$ cat src/design/lzw_stream_compressor_macros.svh
// assertion macros used by the compressor engine
`ifndef LZW_STREAM_COMPRESSOR_MACROS_SVH
`define LZW_STREAM_COMPRESSOR_MACROS_SVH
`ifndef NO_ASSERTIONS
`define LZWSC_ASSERT(lbl, prop) \
  lbl: assert property (@(posedge clk) disable iff (!rst_n) prop) \
    else $error("lzwsc assertion failed");
`define LZWSC_ASSERT_NEXT(lbl, ante, cons) \
  lbl: assert property (@(posedge clk) disable iff (!rst_n) (ante) |=> (cons)) \
    else $error("lzwsc assertion failed");
`else
`define LZWSC_ASSERT(lbl, prop)
`define LZWSC_ASSERT_NEXT(lbl, ante, cons)
`endif
`endif

$ cat src/design/lzwsc_pkg.sv
package lzwsc_pkg;

  localparam int DictEntries = 4096;
  localparam int CodeW       = 12;
  localparam int CodeLimit   = (DictEntries < 4096) ? DictEntries : 4096;
  localparam int AddrW       = $clog2(CodeLimit);
  localparam int NfcW        = AddrW + 1;
  localparam int FirstFree   = 256;

  typedef enum logic {
    KIND_START,
    KIND_EXTEND
  } item_kind_t;

  typedef struct packed {
    item_kind_t kind;
    logic [7:0] data_byte;
    logic       end_of_input;
  } item_t;

  typedef struct packed {
    logic [CodeW-1:0] out_code;
    logic             last_code;
  } result_t;

  typedef struct packed {
    logic [CodeW-1:0] prefix;
    logic [7:0]       data_byte;
    logic [CodeW-1:0] sibling;
  } dict_entry_t;

endpackage

$ cat src/design/lzwsc_front.sv
module lzwsc_front (
  input  logic              clk,
  input  logic              rst_n,
  input  logic              in_valid,
  output logic              in_ready,
  input  logic [7:0]        in_byte,
  input  logic              in_last,
  output logic              q_valid,
  output lzwsc_pkg::item_t  q_item,
  input  logic              q_pop
);

  lzwsc_pkg::item_t fifo_r [2];
  logic             wr_ptr_r;
  logic             rd_ptr_r;
  logic [1:0]       count_r;
  logic             first_r;
  logic             accept;
  lzwsc_pkg::item_t item_in;

  assign in_ready = (count_r != 2'd2);
  assign accept   = in_valid && in_ready;
  assign q_valid  = (count_r != 2'd0);
  assign q_item   = fifo_r[rd_ptr_r];

  // the first byte of a message only opens a prefix
  always_comb begin
    item_in.kind         = first_r ? lzwsc_pkg::KIND_START : lzwsc_pkg::KIND_EXTEND;
    item_in.data_byte    = in_byte;
    item_in.end_of_input = in_last;
  end

  always_ff @(posedge clk) begin
    if (!rst_n) begin
      wr_ptr_r <= 1'b0;
      rd_ptr_r <= 1'b0;
      count_r  <= 2'd0;
      first_r  <= 1'b1;
    end else begin
      if (accept) begin
        wr_ptr_r <= ~wr_ptr_r;
        first_r  <= in_last;
      end
      if (q_pop) begin
        rd_ptr_r <= ~rd_ptr_r;
      end
      if (accept && !q_pop) begin
        count_r <= count_r + 2'd1;
      end else if (!accept && q_pop) begin
        count_r <= count_r - 2'd1;
      end
    end
  end

  always_ff @(posedge clk) begin
    if (accept) begin
      fifo_r[wr_ptr_r] <= item_in;
    end
  end

endmodule

$ cat config.mk
export PLATFORM = sky130hd
export DESIGN_NAME = lzwsc_front
export DESIGN_NICKNAME = d
export VERILOG_FILES = /design/src/design/lzw_stream_compressor_macros.svh /design/src/design/lzwsc_pkg.sv /design/src/design/lzwsc_front.sv
export SDC_FILE = /design/constraint.sdc
export NUM_CORES = 1
export LEC_CHECK = 0
export BUFFER_PORTS_ARGS = -buffer_cell sky130_fd_sc_hd__clkbuf_2
export CAP_MARGIN = 20
export CORE_UTILIZATION = 45
export CTS_BUF_LIST = sky130_fd_sc_hd__clkbuf_2 sky130_fd_sc_hd__clkbuf_4 sky130_fd_sc_hd__clkbuf_8
export CTS_CLUSTER_SIZE = 25
export DETAILED_ROUTE_END_ITERATION = 7
export GPL_TIMING_DRIVEN = 1
export PLACE_DENSITY = 0.78
export SYNTH_ARGS = -nofsm -noshare
export SYNTH_HDL_FRONTEND = slang
export SYNTH_SLANG_ARGS = --single-unit
$ cat constraint.sdc
create_clock -name clk -period 1.7 [get_ports clk]
set_input_delay 0.255 -clock clk [delete_from_list [all_inputs] [get_ports clk]]
set_output_delay 0.255 -clock clk [all_outputs]
set_load 0.01 [all_outputs]
==> results of run 1 <==
sequential cells by signal, indices dropped and copies added, names as in the netlist, named ones only:
signal,cells
fifo_r,20
count_r,2
first_r,1
rd_ptr_r,1
wr_ptr_r,1
through the flow:
| stage | total power (W) | instances | utilization [%] | worst slack [ns] | hold slack, ns |
|---|---|---|---|---|---|
| after global routing | 0.001403 | 113 | 58.17 | 0.03530 | 0.09725 |
| after detailed placement | 0.001074 | 109 | 56.62 | 0.1295 | 0.4499 |
| final | 0.001329 | 113 | 58.17 | 0.1208 | 0.1140 |
| after CTS | 0.001342 | 113 | 58.17 | 0.1021 | 0.1131 |
| after global placement | 0.001061 | 109 | 56.62 | 0.2086 | 0.4439 |
| after floorplan | 0.0009781 | 59 | - | 0.2117 | 0.3439 |
cells by family (layout without fill, tap and decap cells):
kind of cell | Yosys count | after routing | share of synthesized area (%)
compound gates | 5 | 5 | 3.769
xor+xnor | 3 | 3 | 2.639
fa+ha+maj | 1 | 1 | 1.256
buf+inv | 4 | 31 | 1.633
flops | 26 | 26 | 72.36
mux | 10 | 10 | 11.31
simple gates | 10 | 10 | 7.035
report_power, final:
part / switching, W / total [W] / internal, W
Clock: 0.000168 / 0.000275 / 0.000108
Sequential: 0.0000366 / 0.000802 / 0.000765
Combinational: 0.000123 / 0.000252 / 0.000129
final timing paths:
| kind | startpoint | end | slack [ns] |
|---|---|---|---|
| min reg2reg | first_r | fifo_r[0][9] | 0.51 |
| max | count_r[0] | count_r[1] | 0.12 |
| max reg2reg | count_r[0] | count_r[1] | 0.12 |
| min | in_byte[4] | fifo_r[1][5] | 0.11 |
final cells by class:
cell class              instances  share of cell area [%]
well taps                      27                   2.872
flip-flops and latches         26                   61.38
repair buffers                 24                   10.21
multi-input cells              29                   22.02
inverters                       3                  0.9574
clock buffers                   4                   2.553
layout by cell type (no fill, tap or decap), drive strengths merged, types with 2 or more instances in the layout:
cell type / synthesis / final
xor2: 2 / 2
clkbuf: 0 / 28
mux2: 10 / 10
inv: 3 / 3
dfxtp: 6 / 6
edfxtp: 20 / 20
a21boi: 2 / 2
and2: 4 / 4
per-layer routing:
metal	track usage [%]	up-vias	routed length, um	share of wire, %
li1	-	268	-	-
met1	15.56	249	615	43
met2	25.00	17	747	52
met3	2.804	2	58	4.0
met4	7.353	0	17	1.2
met5	0	-	0	0
critical path, cell delays in order, from the launching register on:
cell and delay (ns):
dfxtp_1 0.36, nand2b_4 0.17, and2_1 0.18, ha_1 0.31, or3_1 0.35, a21boi_1 0.14
what timing repair did:
action | CTS | global route
resized for setup | 1 | 0
hold buffers | 0 | 0
hold endpoints to repair | 0 | 0
endpoints found under the setup margin | 10 | 0
==> results.cfg, run 1 <==
[status]
status = finished, final reports clean

[cells_and_area]
nets = 101
regArea_um2 = 721.9
drive_gt1_share_pct = 48.84
fill_cells = 172
multi_input_area_um2 = 259.0
final_area_um2 = 1176
num_antenna_cells = 0
area_growth_pct = 18.09

[cts]
worstSkewPairLatency_ns = 0.32
clock-sinks = 26
clk_pin_slew_worst_paths_ns = 0.13
root_buffer = clkbuf_4
clock_path_buffers = 2
cts_tree = done
h-tree-depth = 1
postCtsSetupBuffers = 0
cts_buffers = 3

[route]
num_vias = 536
drc = 0
avgRoutedWirePerCell_um = 12.73
postRouteAntennaNets = 0
routed_via_density = 4.743
first_pass_iters = 1
drt_wl_total_um = 1438
drtIter0Drc = 0

[grt]
grt_max_degree = 15
grtUsageTotal_pct = 13.98
grt_pass1_vias = 568
antenna_found_initial = 0
grt_pass1_wl_um = 2442
overflow = 0

[yosys]
synth_seq_cells = 26
avgSynthCellArea_um2 = 16.88
yosysWarningCount = 0
synth_edf_count = 20
seq_area_frac_synth_pct = 72.36
yosysMostFrequentCell = edfxtp_1
synth_top_area_share_pct = 60.30
synthDistinctLibCells = 20
yosys.area.top_type = edfxtp_1
synthesis.nets = 73
synth_top_flop_cell = edfxtp_1
syn_area_um2 = 996.0
async_reset_ff_share_pct = 0
netlist_top_cells_area = edfxtp_1 (60%), dfxtp_1 (12%), mux2_2 (11%)
post_synth_most_frequent_cells = edfxtp_1 (20), mux2_2 (10), dfxtp_1 (6)
synthCells = 59

[sta]
hold_viol_final = 0
tightest_slew_ns = 0.4567
slew_violations = 0
finClkSkew_ns = 0.01410
slew_headroom_pct = 69.55
period_needed_ns = 1.579
rsz0062_at_grt = no
fmax_mhz = 633.2
post-route-period-util_pct = 92.90
tns_ns = 0
finalSetupViolCount = 0

[die]
io_pins = 25
rows = 16
coreArea_um2 = 2022
die_h_um = 49.05
dieArea_um2 = 2405
fp.dieW_um = 49.05
start_util_pct = 49.26

[critical_path]
critPathCaptureType = flop
required_ns = 1.95
crit_path_start_kind = flop
r2r.worst_path.cells = 5
worstPathArrival_ns = 1.83
cp_max_fo = 6
crit_type = flop to flop

[power]
vdd_ir_drop_max_v = 0.0005621
p_leak_nw = 0.4768
power_density_nw_per_um2 = 1130

[run]
cap_violations = 0

[placed_design]
place_congestion = 0.6737
postPlaceCellArea_um2 = 1145
dp_hpwl_um = 1053
portBuffers = 24

[worst_hold_path]
hold_path.class = input port to flop
worstHoldPathCells = 1
Note: power is estimated with default switching activity, not from simulation.
==> run 2: changes to the inputs <==
Settings changed: MAX_ROUTING_LAYER from default to met4.
==> run 2 against run 1 <==
  * First-iteration DRC count is the same
  * Sequential share of layout area is the same
  * Total power is essentially flat
  * Die area is the same
  * Clock skew shrank 0.00057 ns
==> results.cfg, run 2 (synthesis results as in run 1) <==
[grt]
grt_pass1_vias = 567
overflow = 0
grt_max_degree = 15
grt_pass1_wl_um = 2442
antenna_found_initial = 0
grtUsageTotal_pct = 14.38

[power]
vdd_ir_drop_max_v = 0.0005633
p_switching_w = 0.0003275
p_sw_share_pct = 24.63
power.total_w = 0.001330
p_seq_share_pct = 60.3
p_clk_share_pct = 20.7
combPwrFrac_pct = 19.0
power.internal_w = 0.001002
p_leak_nw = 0.4768
power_density_nw_per_um2 = 1131

[critical_path]
required_ns = 1.95
worstPathArrival_ns = 1.83
cp_max_fo = 6
crit_type = flop to flop
critPathCaptureType = flop
crit_path_start_kind = flop

[cells_and_area]
area_growth_pct = 18.09
fin_cells = 113
largest_reg_flops = 20
drive_gt1_share_pct = 48.84
fill_cells = 172
num_antenna_cells = 0
top_regs = fifo_r: 20 flops, count_r: 2 flops
multi_input_area_um2 = 259.0
top_register = fifo_r
final_cell_mix = clkbuf_2 (24), edfxtp_1 (20), mux2_2 (10)
final_common_cell = clkbuf_2
regArea_um2 = 721.9
nets = 101

[placed_design]
placed_cells = 109
dp_hpwl_um = 1053
place_congestion = 0.6804
portBuffers = 24

[route]
drt_wl_total_um = 1436
drtIter0Drc = 0
drc = 0
postRouteAntennaNets = 0
routed_via_density = 4.770
first_pass_iters = 1
avgRoutedWirePerCell_um = 12.71
num_vias = 539

[sta]
hold_viol_final = 0
finClkSkew_ns = 0.01353
fmax_mhz = 633.1
post-route-period-util_pct = 92.91
slew_violations = 0
period_needed_ns = 1.579
slew_headroom_pct = 69.59
rsz0062_at_grt = no
tns_ns = 0
finalSetupViolCount = 0
tightest_slew_ns = 0.4562

[die]
rows = 16
start_util_pct = 49.26
io_pins = 25
coreArea_um2 = 2022
die_h_um = 49.05
dieArea_um2 = 2405
fp.dieW_um = 49.05

[cts]
clock-sinks = 26
holdBufCountCts = 0
h-tree-depth = 1
root_buffer = clkbuf_4
clk_pin_slew_worst_paths_ns = 0.13
cts_buffers = 3
worstSkewPairLatency_ns = 0.32
cts_tree = done
clock_path_buffers = 2

[status]
status = finished, final reports clean

[run]
cap_violations = 0

[worst_hold_path]
hold_path.class = input port to flop
==> run 2: cell counts in the layout (fill, tap and decap cells not counted) <==
No cell type changed its count.
==> run 2: per-layer routing <==
metal / GRT usage, % / up-vias / part of all wire (%)
met4: 7.353 / 0 / 1.6
met2: 25.00 / 17 / 52
met5: - / - / 0
li1: - / 268 / -
met3: 2.804 / 4 / 4.0
met1: 15.56 / 250 / 43
==> run 2: per-stage QoR <==
step	area [um2]	setup slack, ns	hold slack, ns	util [%]
after detailed placement	1145	0.1295	0.4499	56.62
after CTS	1176	0.1021	0.1131	58.17
after floorplan	996.0	0.2117	0.3439	-
after global placement	1145	0.2086	0.4439	56.62
final	1176	0.1206	0.1140	58.17
after global routing	1176	0.03536	0.09724	58.17
==> run 2: timing repair <==
item,4_1_cts,5_1_grt
buffers inserted,0,0
resized for setup,1,0
setup endpoints to repair,10,0
==> run 2: critical path, cell delays in order (launching register included) <==
cell and delay (ns):
dfxtp_1 0.36, nand2b_4 0.17, and2_1 0.18, ha_1 0.31, or3_1 0.35, a21boi_1 0.14
==> run 2: power groups by stage <==
stage | registers, W | clock network [W] | logic, W
after detailed placement | 0.000818 | 0 | 0.000256
final | 0.000802 | 0.000276 | 0.000252
after global routing | 0.000812 | 0.000310 | 0.000281
after global placement | 0.000812 | 0 | 0.000249
after floorplan | 0.000801 | 0 | 0.000178
after CTS | 0.000804 | 0.000280 | 0.000258
==> run 2: worst paths after layout <==
path / startpoint / to / slack [ns] / depth (start not counted)
hold reg to reg: first_r / fifo_r[0][9] / 0.51 / 1
setup reg to reg: count_r[0] / count_r[1] / 0.12 / 5
hold / removal: in_byte[4] / fifo_r[1][5] / 0.11 / 1
setup / recovery: count_r[0] / count_r[1] / 0.12 / 5
==> run 2: final cells by class <==
class,count,share of cell area [%]
Clock buffer,4,2.553
Inverter,3,0.9574
Tap cell,27,2.872
Sequential cell,26,61.38
Multi-Input combinational cell,29,22.02
Timing Repair Buffer,24,10.21
