**config.mk**
```make
export PLATFORM = sky130hd
export DESIGN_NAME = lzwsc_out_queue
export DESIGN_NICKNAME = d
export VERILOG_FILES = /design/src/design/lzw_stream_compressor_macros.svh /design/src/design/lzwsc_pkg.sv /design/src/design/lzwsc_out_queue.sv
export SDC_FILE = /design/constraint.sdc
export NUM_CORES = 1
export LEC_CHECK = 0
export BUFFER_PORTS_ARGS = -buffer_cell sky130_fd_sc_hd__buf_2
export CORE_MARGIN = 4
export CORE_UTILIZATION = 59
export CTS_BUF_LIST = sky130_fd_sc_hd__clkbuf_8
export CTS_CLUSTER_SIZE = 14
export DETAILED_ROUTE_END_ITERATION = 10
export PLACE_DENSITY = 0.87
export SYNTH_ARGS = -nofsm -noshare
export SYNTH_HDL_FRONTEND = slang
export SYNTH_SLANG_ARGS = --single-unit
```
**constraint.sdc**
```tcl
create_clock -name clk -period 2.77 [get_ports clk]
set_input_delay 0.554 -clock clk [delete_from_list [all_inputs] [get_ports clk]]
set_output_delay 0.554 -clock clk [all_outputs]
set_load 0.1 [all_outputs]
```
**src/design/lzw_stream_compressor_macros.svh**
```systemverilog
// assertion macros used by the compressor engine
`ifndef LZW_STREAM_COMPRESSOR_MACROS_SVH
`define LZW_STREAM_COMPRESSOR_MACROS_SVH
`ifndef NO_ASSERTIONS
`define LZWSC_ASSERT(lbl, prop) \
  lbl: assert property (@(posedge clk) disable iff (!rst_n) prop) \
    else $error("lzwsc assertion failed");
`define LZWSC_ASSERT_NEXT(lbl, ante, cons) \
  lbl: assert property (@(posedge clk) disable iff (!rst_n) (ante) |=> (cons)) \
    else $error("lzwsc assertion failed");
`else
`define LZWSC_ASSERT(lbl, prop)
`define LZWSC_ASSERT_NEXT(lbl, ante, cons)
`endif
`endif

```
**src/design/lzwsc_pkg.sv**
```systemverilog
package lzwsc_pkg;

  localparam int DictEntries = 4096;
  localparam int CodeW       = 12;
  localparam int CodeLimit   = (DictEntries < 4096) ? DictEntries : 4096;
  localparam int AddrW       = $clog2(CodeLimit);
  localparam int NfcW        = AddrW + 1;
  localparam int FirstFree   = 256;

  typedef enum logic {
    KIND_START,
    KIND_EXTEND
  } item_kind_t;

  typedef struct packed {
    item_kind_t kind;
    logic [7:0] data_byte;
    logic       end_of_input;
  } item_t;

  typedef struct packed {
    logic [CodeW-1:0] out_code;
    logic             last_code;
  } result_t;

  typedef struct packed {
    logic [CodeW-1:0] prefix;
    logic [7:0]       data_byte;
    logic [CodeW-1:0] sibling;
  } dict_entry_t;

endpackage

```
**src/design/lzwsc_out_queue.sv**
```systemverilog
module lzwsc_out_queue (
  input  logic               clk,
  input  logic               rst_n,
  input  logic               push,
  input  lzwsc_pkg::result_t push_res,
  output logic               room,
  output logic               out_valid,
  input  logic               out_ready,
  output lzwsc_pkg::result_t out_res
);

  lzwsc_pkg::result_t buf_r [4];
  logic [1:0]         wr_ptr_r;
  logic [1:0]         rd_ptr_r;
  logic [2:0]         count_r;
  logic               take;

  // room for the two codes one request can cause
  assign room      = (count_r <= 3'd2);
  assign out_valid = (count_r != 3'd0);
  assign out_res   = buf_r[rd_ptr_r];
  assign take      = out_valid && out_ready;

  always_ff @(posedge clk) begin
    if (!rst_n) begin
      wr_ptr_r <= 2'd0;
      rd_ptr_r <= 2'd0;
      count_r  <= 3'd0;
    end else begin
      if (push) begin
        wr_ptr_r <= wr_ptr_r + 2'd1;
      end
      if (take) begin
        rd_ptr_r <= rd_ptr_r + 2'd1;
      end
      if (push && !take) begin
        count_r <= count_r + 3'd1;
      end else if (!push && take) begin
        count_r <= count_r - 3'd1;
      end
    end
  end

  always_ff @(posedge clk) begin
    if (push) begin
      buf_r[wr_ptr_r] <= push_res;
    end
  end

endmodule

```
==> results, run 1 <==
- The number of buffers inserted during clock tree synthesis is 9.
- Synthesis instantiated 21 different standard cells from the library.
- In the finished design, the share of the clock period the worst path needs comes to 0.866.
- The area growth from synthesis to layout is 18.3%.
- The routed design uses 2.16 mm of met2 wire.
- The number of I/O port buffers is 31.
- The total wire length is 3.95 mm.
- The initial antenna violation count is 0.
- The clock transition at the registers of the reported paths is 0.07 ns.
- The clock group share of total power is 0.273.
- The finished cells cover 2780 um2.
- Each instance of the synthesized netlist takes up on average 21.4 um2.
- Clock tree synthesis selected as its root buffer the cell sky130_fd_sc_hd__clkbuf_8.
- The number of endpoints failing setup at the final stage is 0.
- The max-slew violation count is 0.
- The internal power of the cells totals 0.00189 W.
- The initial detailed-routing violation count is 64.
- The height of the chip is 71.2 um.
- Dividing the detail-routed via count by the number of cells gives 5.61.
- For this run, design rule violations remaining after detail routing come to 0.
- Row generation in the floorplan step produced 22 rows.
- Across every metal layer, demand over resource in global routing totals 0.176.
- The number of antenna diodes in the final layout is 0.
- The endpoint type of the worst setup path is a primary output.
- In the final routed layout, each cell accounts on average for 19.3 um.
- Of all nets on the critical path, the largest fanout is 13.
- The switching power total is 0.00129 W.
- The combinational group share of total power is 0.367.
- After clock tree synthesis, the repair step resized 0 gates.
- The remaining antenna violation count after routing is 0.
- The number of endpoints with negative hold slack in the final report is 0.
- The number of clock sinks is 61.
- The HPWL after detailed placement is 2.65 mm.
- The filler cell count in the final layout is 213.
- Of the total power, the share spent switching nets is 0.406.
- The register area share after synthesis is 0.740.
- Subtracting the final worst setup slack from the clock period gives 2.40 ns.
- The CTS tree is built.
- The library cells used most frequently in the layout, excluding fill and tap cells, are sky130_fd_sc_hd__edfxtp_1 (52), sky130_fd_sc_hd__buf_2 (31), sky130_fd_sc_hd__mux4_2 (11), sky130_fd_sc_hd__clkbuf_8 (10).
- At the pin with the least slew margin, the transition time is 0.682 ns.
- The highest metal layer with signal wires is met4.
- For this run the aggregate overflow at the end of global routing stands at 0.
- The number of nets produced by synthesis is 133.
- The placed instances occupy a cell area of 2560 um2.
- For the worst setup path, the data required time is 2.22 ns.
- VDD sags by at most 0.557 mV.
- The worst hold path belongs to the class in -> reg.
- The register bit count reported by yosys is 61.
- The flow ran to the end, and the final reports show no timing, DRC or antenna violations.
- Of the cells placed in the final design, the portion with a size suffix greater than 1 is 0.397.
- After detailed routing, the met3 layer carries 176 um of wire.
- The via count of the first global-routing pass is 1,320.
- The count of yosys warnings during synthesis is 0.
- The congestion estimate from routability-driven global placement came to 0.704.
- The largest net degree at the start of global routing is 14.
- After detailed routing, the wire length on met1 is 1.53 mm.
- The later pin in the worst-skew pair is clocked with a latency of 0.33 ns.
- The global-route wire length before repair is 6.35 mm.
- The cell area that synthesis handed to floorplanning was 2350 um2.
- Across all layers, the routed design uses 1,144 vias.
- The static leakage is 0.991 nW.
- Headroom to the max-slew limit came out at 0.545.
- The setup fix buffers added after clock tree synthesis is 0.
- Derived from the worst setup path, the maximum achievable clock frequency is 0.417 GHz.
- The launching element type of the critical path is a register.
- Hold timing on the final database bottoms out at a slack of 0.437 ns.
- For the final routed database, the setup TNS stands at 0 ns.
- The area enclosed by the die boundary is 5060 um2.
- The floorplan step set the die width to 71.2 um.
- Of the total power, registers draw 0.360.
- The gate count of the mapped netlist is 110.
- The area of the core region is 3770 um2.
- The type of the worst setup path is reg -> out.
- Buffers inserted to repair hold after CTS numbered 0.
- Before antenna repair, the detailed router went through 4 iterations.
- The boundary pin count is 32.
- The number of levels in the clock H-tree is 3.
- Across the whole layout, storage elements account for 1740 um2.
- In the final layout, the multi-input gates occupy 584 um2.
- Setup repair after global routing left no endpoint under its margin.
- Dividing total power by cell area gives a power density of 1140 nW/um2.
- Max-cap violations in this run came to 0.
- The maximum root-to-sink buffer count is 2.
- Data on the critical path arrives at its endpoint at 1.84 ns.
- The final-stage net count is 174.
- The most common cell after layout, fill and taps aside is sky130_fd_sc_hd__edfxtp_1.
- At the end of the flow the core is filled with cells to 0.738.
- The maximum clock skew at final layout is 0.00549 ns.
- The starting density of the core is 0.624.
synthesized netlist by cell type (all sizes together):
library cell | number | area share
or3 | 2 | 0.0059
mux2i | 2 | 0.0085
ha | 5 | 0.027
mux4 | 13 | 0.13
xnor2 | 3 | 0.011
o21ai | 1 | 0.0021
o311ai | 1 | 0.0069
a21oi | 1 | 0.0021
nor2b | 2 | 0.0053
dfxtp | 9 | 0.077
o31ai | 1 | 0.0090
inv | 3 | 0.0048
fa | 1 | 0.0085
buf | 2 | 0.0069
and2 | 9 | 0.024
edfxtp | 52 | 0.66
a21boi | 1 | 0.0032
xor2 | 2 | 0.0074
through the flow:
stage               cells  setup slack, ns  power (W)
finish                204            0.372    0.00318
global route          204            0.295    0.00329
CTS                   204            0.346    0.00320
detailed placement    188            0.596    0.00234
global placement      188            0.741    0.00231
floorplan             110            0.337    0.00217
final timing paths:
kind / start / to / slack (ns) / cells past startpoint
setup / recovery: register / out_res[7] / 0.37 / 3
hold / removal: push_res[7] / buf_r[0][7] / 0.44 / 1
setup reg to reg: count_r[0] / count_r[2] / 0.66 / 7
hold reg to reg: wr_ptr_r[1] / wr_ptr_r[1] / 0.58 / 2
per-layer routing:
layer  GRT usage  up-vias
met5           0        -
li1            -      522
met1       0.189      575
met2       0.311       39
met4       0.104        0
met3      0.0426        8
cells by family (layout without fill, tap and decap cells):
kind of cell | after synthesis | in the layout | synth area share
buf+inv | 5 | 51 | 0.0117
simple gates | 13 | 13 | 0.0351
xor+xnor | 5 | 5 | 0.0186
mux | 15 | 15 | 0.136
fa+ha+maj | 6 | 6 | 0.0351
compound gates | 5 | 5 | 0.0234
flops | 61 | 61 | 0.740
registers in the layout, indices dropped and copies added, names as in the netlist, named ones only:
name      cells
buf_r        52
count_r       3
rd_ptr_r      2
wr_ptr_r      2
power groups by stage:
stage | clock (W) | combinational, W | sequential [W]
4_1_cts | 0.000877 | 0.00118 | 0.00115
3_5_place_dp | 0 | 0.00118 | 0.00117
3_3_place_gp | 0 | 0.00116 | 0.00115
5_1_grt | 0.000916 | 0.00122 | 0.00116
6_report | 0.000868 | 0.00117 | 0.00115
2_1_floorplan | 0 | 0.00103 | 0.00115
area by class of cell:
type / instances / share of cell area
sequential: 61 / 0.626
clock buffer: 10 / 0.0494
timing repair buffer: 32 / 0.0584
inverter: 3 / 0.00404
multi-input combinational: 44 / 0.210
clock inverter: 6 / 0.0310
tap: 48 / 0.0216
worst max-delay path, cell delays in order (launching register included):
cell                      delay (ns)
sky130_fd_sc_hd__dfxtp_1        0.32
sky130_fd_sc_hd__buf_4          0.27
sky130_fd_sc_hd__mux4_1         0.61
sky130_fd_sc_hd__buf_2          0.31
No activity file was read; power rests on OpenSTA's default activity.
==> run 2: changes to the inputs <==
--- a/config.mk
+++ b/config.mk
@@ -6,7 +6,7 @@
 export NUM_CORES = 1
 export LEC_CHECK = 0
 export BUFFER_PORTS_ARGS = -buffer_cell sky130_fd_sc_hd__buf_2
-export CORE_MARGIN = 4
+export CORE_MARGIN = 2
 export CORE_UTILIZATION = 59
 export CTS_BUF_LIST = sky130_fd_sc_hd__clkbuf_8
 export CTS_CLUSTER_SIZE = 14
==> results, run 2 (synthesis results as in run 1) <==
- The top register by number of flip-flops is buf_r (unchanged).
- The routed wire length on met2 was 2.01 mm (was 2.16 mm).
- The cell at the root of the clock tree is sky130_fd_sc_hd__clkbuf_8 (unchanged).
- The number of endpoints with negative hold slack in the final report came to 0 (unchanged).
- The maximum fanout count along the critical path is 8 (was 13).
- The clock transition at the registers of the reported paths is 0.06 ns (was 0.07 ns).
- The total via count in the routed design came to 1,147 (was 1,144).
- The first-pass iteration count of the detailed router is 4 (unchanged).
- The height of the chip is 67.2 um (was 71.2 um).
- Chain of cells forming the critical path: buf_12 > mux4_2 > buf_2 (was buf_4 > mux4_1 > buf_2).
- The final-stage net count came to 174 (unchanged).
- The most common cell after layout, fill and taps aside is sky130_fd_sc_hd__edfxtp_1 (unchanged).
- The remaining max-slew budget at the tightest pin was 0.541 (was 0.545).
- The maximum clock skew at final layout was 0.00564 ns (was 0.00549 ns).
- The power after layout is 0.00293 W (was 0.00318 W).
- The maximum clock rate was 0.413 GHz (was 0.417 GHz).
- The highest ir drop seen on vdd is 0.750 mV (was 0.557 mV).
- Unrepaired setup endpoints after global routing: false (unchanged).
- The area occupied by multi-input gates is 584 um2 (unchanged).
- The sum of net half-perimeters after detailed placement was 2.61 mm (was 2.65 mm).
- The area growth from synthesis to layout is 15.7% (was 18.3%).
- The area enclosed by the die boundary came to 4510 um2 (was 5060 um2).
- The mean number of vias per cell was 5.62 (was 5.61).
- The remaining antenna violation count after routing is 0 (unchanged).
- The maximum root-to-sink buffer count came to 2 (unchanged).
- The type of the worst setup path is reg -> out (unchanged).
- The number of inserted diodes is 0 (unchanged).
- The cell depth of the worst flop-to-flop path is 7 (unchanged).
- The placed instance count is 188 (unchanged).
- The final cell count without fillers is 204 (unchanged).
- The area of the core region is 3740 um2 (was 3770 um2).
- The startpoint of the worst register-to-register path is count_r[0] (unchanged).
- The endpoint type of the worst setup path is a primary output (unchanged).
- The setup fix buffers added after clock tree synthesis is 0 (unchanged).
- The average wire length per cell after detail routing is 18.6 um (was 19.3 um).
- The combinational group share of total power came to 0.399 (was 0.367).
- The sequential power share is 0.397 (was 0.360).
- The critical register-to-register path endpoint is count_r[2] (unchanged).
- The data arrival time of the critical path is 1.87 ns (was 1.84 ns).
- The power density of the placed cells is 1080 nW/um2 (was 1140 nW/um2).
- The number of buffers inserted during clock tree synthesis is 9 (unchanged).
- The post-detailed-route DRC marker count is 0 (unchanged).
- The total wire length was 3.80 mm (was 3.95 mm).
- The fraction of power spent switching nets is 0.427 (was 0.406).
- The transition at the pin with the smallest max-transition slack was 0.688 ns (was 0.682 ns).
- The static leakage is 0.975 nW (was 0.991 nW).
- The initial detailed-routing violation count is 91 (was 64).
- The flip-flop count of the largest register, all copies and words added is 52 (unchanged).
- The later-pin clock latency in the skew report was 0.32 ns (was 0.33 ns).
- The number of clock sinks came to 61 (unchanged).
- The reg-to-reg setup timing slack was 0.65 ns (was 0.66 ns).
- The initial antenna violation count is 0 (unchanged).
- The final weighted congestion in routability-driven placement came to 0.808 (was 0.704).
- The post-cts repair resize count came to 0 (unchanged).
- The starting density of the core is 0.629 (was 0.624).
- The total routing resource utilization after global routing is 0.197 (was 0.176).
- The internal power was 0.00168 W (was 0.00189 W).
- Top Registers: buf_r x52, count_r x3 (unchanged).
- The routed length on met3 is 135 um (was 176 um).
- The row count was 22 (unchanged).
- The fraction of the core area covered by cells at the end of the flow is 0.728 (was 0.738).
- The largest net degree at the start of global routing is 14 (unchanged).
- The number of I/O port buffers is 31 (unchanged).
- Most used cells in the layout excluding fill and tap cells: sky130_fd_sc_hd__edfxtp_1 (52), sky130_fd_sc_hd__buf_2 (31), sky130_fd_sc_hd__mux4_2 (11) (was sky130_fd_sc_hd__edfxtp_1 (52), sky130_fd_sc_hd__buf_2 (31), sky130_fd_sc_hd__mux4_2 (11), sky130_fd_sc_hd__clkbuf_8 (10)).
- The critical path's top delay family is flip-flops (was multiplexers).
- The worst-case setup margin in the final layout was 0.349 ns (was 0.372 ns).
- The hold buffer count at CTS was 0 (unchanged).
- The sequential cell area is 1740 um2 (unchanged).
- The CTS tree is built (unchanged).
- The path type of the worst min-delay path is in -> reg (unchanged).
- The clock period minus final worst setup slack came to 2.42 ns (was 2.40 ns).
- The global-route wire length before repair is 5.98 mm (was 6.35 mm).
- The number of max-cap violations is 0 (unchanged).
- The boundary pin count was 32 (unchanged).
- The highest metal layer with signal wires is met4 (unchanged).
- The max-slew violation count was 0 (unchanged).
- The count of cell instances traversed by the critical path came to 3 (unchanged).
- The die extent in x was 67.2 um (was 71.2 um).
- The met1 wire length was 1.61 mm (was 1.53 mm).
- Status: finished, final reports clean (unchanged).
- The share of cells above drive strength 1 is 0.359 (was 0.397).
- The number of endpoints failing setup at the final stage is 0 (unchanged).
- The clock group share of total power is 0.204 (was 0.273).
- The final-layout setup total negative slack is 0 ns (unchanged).
- The setup slack after placement is 0.611 ns (was 0.596 ns).
- The via count of the first global-routing pass is 1,194 (was 1,320).
- The cell with the largest stage delay on the worst path is sky130_fd_sc_hd__dfxtp_1 (was sky130_fd_sc_hd__mux4_1).
- The share of the clock period used by the worst path was 0.874 (was 0.866).
- The worst endpoint required time came to 2.22 ns (about the same).
- The total overflow reported by the global router came to 0 (unchanged).
- The filler cell count in the final layout came to 240 (was 213).
- The largest incremental delay on the critical path was 0.55 ns (was 0.61 ns).
- The number of levels in the clock H-tree is 3 (unchanged).
- The launching element type of the critical path is a register (unchanged).
- The number of buffers and inverters on the critical path is 2 (unchanged).
- The worst setup path endpoint is out_res[0] (was out_res[7]).
- The switching power total is 0.00125 W (was 0.00129 W).
run 2: metal layers:
metal	up-vias	track usage
li1	522	-
met5	-	0
met4	0	0.107
met1	591	0.248
met3	5	0.0533
met2	29	0.313
run 2: per-stage QoR:
stage                     instance area, um2  hold slack (ns)
after floorplan                         2350            0.528
after global placement                  2570            0.550
after detailed placement                2570            0.568
after CTS                               2720            0.436
after global routing                    2720            0.442
final                                   2720            0.452
run 2: how the worst min path moves through the flow:
stage / startpoint / end / slack (ns) / depth (start not counted)
after global routing: push_res[11] / buf_r[2][11] / 0.44 / 1
after detailed placement: wr_ptr_r[1] / wr_ptr_r[1] / 0.57 / 2
after global placement: wr_ptr_r[1] / wr_ptr_r[1] / 0.55 / 2
after CTS: push_res[3] / buf_r[1][3] / 0.44 / 1
after floorplan: wr_ptr_r[1] / wr_ptr_r[1] / 0.53 / 2
final: push_res[3] / buf_r[2][3] / 0.45 / 1
run 2: area by class of cell:
cell class                 instances  area share
inverter                           3     0.00413
multi-input combinational         44       0.215
timing repair buffer              32      0.0643
tap                               48      0.0220
sequential                        61       0.639
clock buffer                       9      0.0455
clock inverter                     7      0.0101
run 2: power by group through the flow:
stage	combinational [W]	sequential, W	clock (W)
2_1_floorplan	0.00103	0.00115	0
3_3_place_gp	0.00115	0.00118	0
3_5_place_dp	0.00118	0.00119	0
4_1_cts	0.00118	0.00117	0.000610
5_1_grt	0.00122	0.00118	0.000657
6_report	0.00117	0.00116	0.000600
==> run 3: changes to the inputs <==
--- a/config.mk
+++ b/config.mk
@@ -5,9 +5,11 @@
 export SDC_FILE = /design/constraint.sdc
 export NUM_CORES = 1
 export LEC_CHECK = 0
-export BUFFER_PORTS_ARGS = -buffer_cell sky130_fd_sc_hd__buf_2
+export BUFFER_PORTS_ARGS = -buffer_cell sky130_fd_sc_hd__buf_4
+export CELL_PAD_IN_SITES_DETAIL_PLACEMENT = 1
+export CELL_PAD_IN_SITES_GLOBAL_PLACEMENT = 2
 export CORE_MARGIN = 2
-export CORE_UTILIZATION = 59
+export CORE_UTILIZATION = 45
 export CTS_BUF_LIST = sky130_fd_sc_hd__clkbuf_8
 export CTS_CLUSTER_SIZE = 14
 export DETAILED_ROUTE_END_ITERATION = 10
==> results, run 3 (synthesis results as in run 1) <==
- Status: finished, final reports clean (unchanged).
- The post-cts repair resize count is 0 (unchanged).
- The highest ir drop seen on vdd is 0.685 mV (was 0.750 mV).
- The remaining antenna violation count after routing is 0 (unchanged).
- Top Registers: buf_r x52, count_r x3 (unchanged).
- The average wire length per cell after detail routing came to 18.5 um (was 18.6 um).
- The number of buffers inserted during clock tree synthesis came to 9 (unchanged).
- The CTS tree was built (unchanged).
- The number of levels in the clock H-tree came to 3 (unchanged).
- The first-pass iteration count of the detailed router came to 4 (unchanged).
- The number of endpoints failing setup at the final stage was 0 (unchanged).
- The later-pin clock latency in the skew report came to 0.33 ns (was 0.32 ns).
- The total routing resource utilization after global routing is 0.158 (was 0.197).
- The transition at the pin with the smallest max-transition slack came to 0.707 ns (was 0.688 ns).
- The global-route wire length before repair was 6.76 mm (was 5.98 mm).
- The final-layout setup total negative slack was 0 ns (unchanged).
- The reg-to-reg setup timing slack is 0.66 ns (was 0.65 ns).
- The via count of the first global-routing pass was 1,264 (was 1,194).
- The endpoint type of the worst setup path is a primary output (unchanged).
- The number of I/O port buffers is 31 (unchanged).
- The maximum root-to-sink buffer count is 2 (unchanged).
- The final-stage net count came to 174 (unchanged).
- The starting density of the core is 0.464 (was 0.629).
- The area enclosed by the die boundary was 5820 um2 (was 4510 um2).
- The flip-flop count of the largest register, all copies and words added is 52 (unchanged).
- The maximum clock rate is 0.426 GHz (was 0.413 GHz).
- The clock period minus final worst setup slack is 2.35 ns (was 2.42 ns).
- The number of inserted diodes is 0 (unchanged).
- The max-slew violation count is 0 (unchanged).
- The total via count in the routed design is 1,137 (was 1,147).
- The static leakage was 1.01 nW (was 0.975 nW).
- The number of max-cap violations came to 0 (unchanged).
- The cell at the root of the clock tree is sky130_fd_sc_hd__clkbuf_8 (unchanged).
- The mean number of vias per cell was 5.03 (was 5.62).
- The smallest hold slack is 0.423 ns (was 0.452 ns).
- The number of clock sinks was 61 (unchanged).
- The type of the worst setup path is reg -> out (unchanged).
- The largest net degree at the start of global routing came to 14 (unchanged).
- The hold buffer count at CTS came to 0 (unchanged).
- The top register by number of flip-flops is buf_r (unchanged).
- The post-detailed-route DRC marker count came to 0 (unchanged).
- The filler cell count in the final layout is 473 (was 240).
- The boundary pin count is 32 (unchanged).
- The total overflow reported by the global router is 0 (unchanged).
- The clock transition at the registers of the reported paths is 0.07 ns (was 0.06 ns).
- The maximum clock skew at final layout is 0.00499 ns (was 0.00564 ns).
- The initial detailed-routing violation count is 88 (was 91).
- The launching element type of the critical path is a register (unchanged).
- The power density of the placed cells is 1120 nW/um2 (was 1080 nW/um2).
- The data arrival time of the critical path came to 1.79 ns (was 1.87 ns).
- The final weighted congestion in routability-driven placement is 0.677 (was 0.808).
- Most used cells in the layout excluding fill and tap cells: sky130_fd_sc_hd__edfxtp_1 (52), sky130_fd_sc_hd__buf_4 (32), sky130_fd_sc_hd__mux4_2 (11) (was sky130_fd_sc_hd__edfxtp_1 (52), sky130_fd_sc_hd__buf_2 (31), sky130_fd_sc_hd__mux4_2 (11)).
- The most common cell after layout, fill and taps aside is sky130_fd_sc_hd__edfxtp_1 (unchanged).
- The remaining max-slew budget at the tightest pin is 0.528 (was 0.541).
- The path type of the worst min-delay path is in -> reg (unchanged).
- The share of cells above drive strength 1 was 0.397 (was 0.359).
- The area of the core region is 5070 um2 (was 3740 um2).
- The number of endpoints with negative hold slack in the final report is 0 (unchanged).
- The row count is 26 (was 22).
- The worst endpoint required time is 2.22 ns (about the same).
- The area growth from synthesis to layout is 22.3% (was 15.7%).
- The die extent in x is 76.3 um (was 67.2 um).
- The setup fix buffers added after clock tree synthesis is 0 (unchanged).
- The initial antenna violation count is 0 (unchanged).
- The height of the chip came to 76.3 um (was 67.2 um).
- The share of the clock period used by the worst path is 0.847 (was 0.874).
- Unrepaired setup endpoints after global routing: false (unchanged).
- The maximum fanout count along the critical path is 11 (was 8).
- The total wire length is 4.18 mm (was 3.80 mm).
## run 3: changes by cell type in the layout (fill, tap and decap cells not counted)
| cell | change |
|---|---|
| sky130_fd_sc_hd__buf_12 | -1 |
| sky130_fd_sc_hd__clkinvlp_4 | +2 |
| sky130_fd_sc_hd__buf_2 | -31 |
| sky130_fd_sc_hd__clkinv_2 | +2 |
| sky130_fd_sc_hd__bufinv_16 | +2 |
| sky130_fd_sc_hd__buf_4 | +32 |
| sky130_fd_sc_hd__inv_1 | -4 |
| sky130_fd_sc_hd__clkinv_1 | -2 |
## run 3: worst paths after layout
check                                  from          end  depth (start not counted)
worst max-delay path               register  out_res[10]                          3
worst min-delay path            push_res[1]  buf_r[2][1]                          1
worst max register to register   count_r[0]   count_r[2]                          7
worst min register to register  wr_ptr_r[1]  wr_ptr_r[1]                          2
## run 3: cell type report
| type | count | area [um2] | share of cell area |
|---|---|---|---|
| clock buffers | 9 | 124 | 0.0430 |
| clock inverters | 7 | 90.1 | 0.0313 |
| inverters | 3 | 11.3 | 0.00391 |
| multi-input cells | 44 | 584 | 0.203 |
| flip-flops and latches | 61 | 1740 | 0.605 |
| well taps | 70 | 87.6 | 0.0304 |
| repair buffers | 32 | 240 | 0.0834 |
## run 3: metal layers
metal | track usage | share of wire | vias to the layer above
li1 | - | - | 521
met1 | 0.200 | 0.45 | 585
met2 | 0.247 | 0.50 | 26
met3 | 0.0427 | 0.035 | 5
met4 | 0.0927 | 0.013 | 0
met5 | 0 | 0 | -
## run 3: stage by stage
step | cells | utilization | instance area, um2 | worst slack (ns) | total power, W
5_1_grt | 226 | 0.567 | 2880 | 0.308 | 0.00334
4_1_cts | 226 | 0.567 | 2880 | 0.378 | 0.00326
2_1_floorplan | 110 | - | 2350 | 0.337 | 0.00217
3_5_place_dp | 210 | 0.525 | 2670 | 0.599 | 0.00241
3_3_place_gp | 210 | 0.525 | 2670 | 0.739 | 0.00239
6_report | 226 | 0.567 | 2880 | 0.424 | 0.00323
## run 3: critical path: stages, from the launching register on
cell	delay, ns
sky130_fd_sc_hd__dfxtp_1	0.38
sky130_fd_sc_hd__buf_4	0.28
sky130_fd_sc_hd__mux4_2	0.54
sky130_fd_sc_hd__buf_4	0.25
## run 3: report_power, final
part	leakage [nW]	total [W]	internal [W]	switching, W
clock	0.105	0.000848	0.000501	0.000347
combinational	0.354	0.00123	0.000349	0.000885
sequential	0.552	0.00115	0.00107	0.0000766
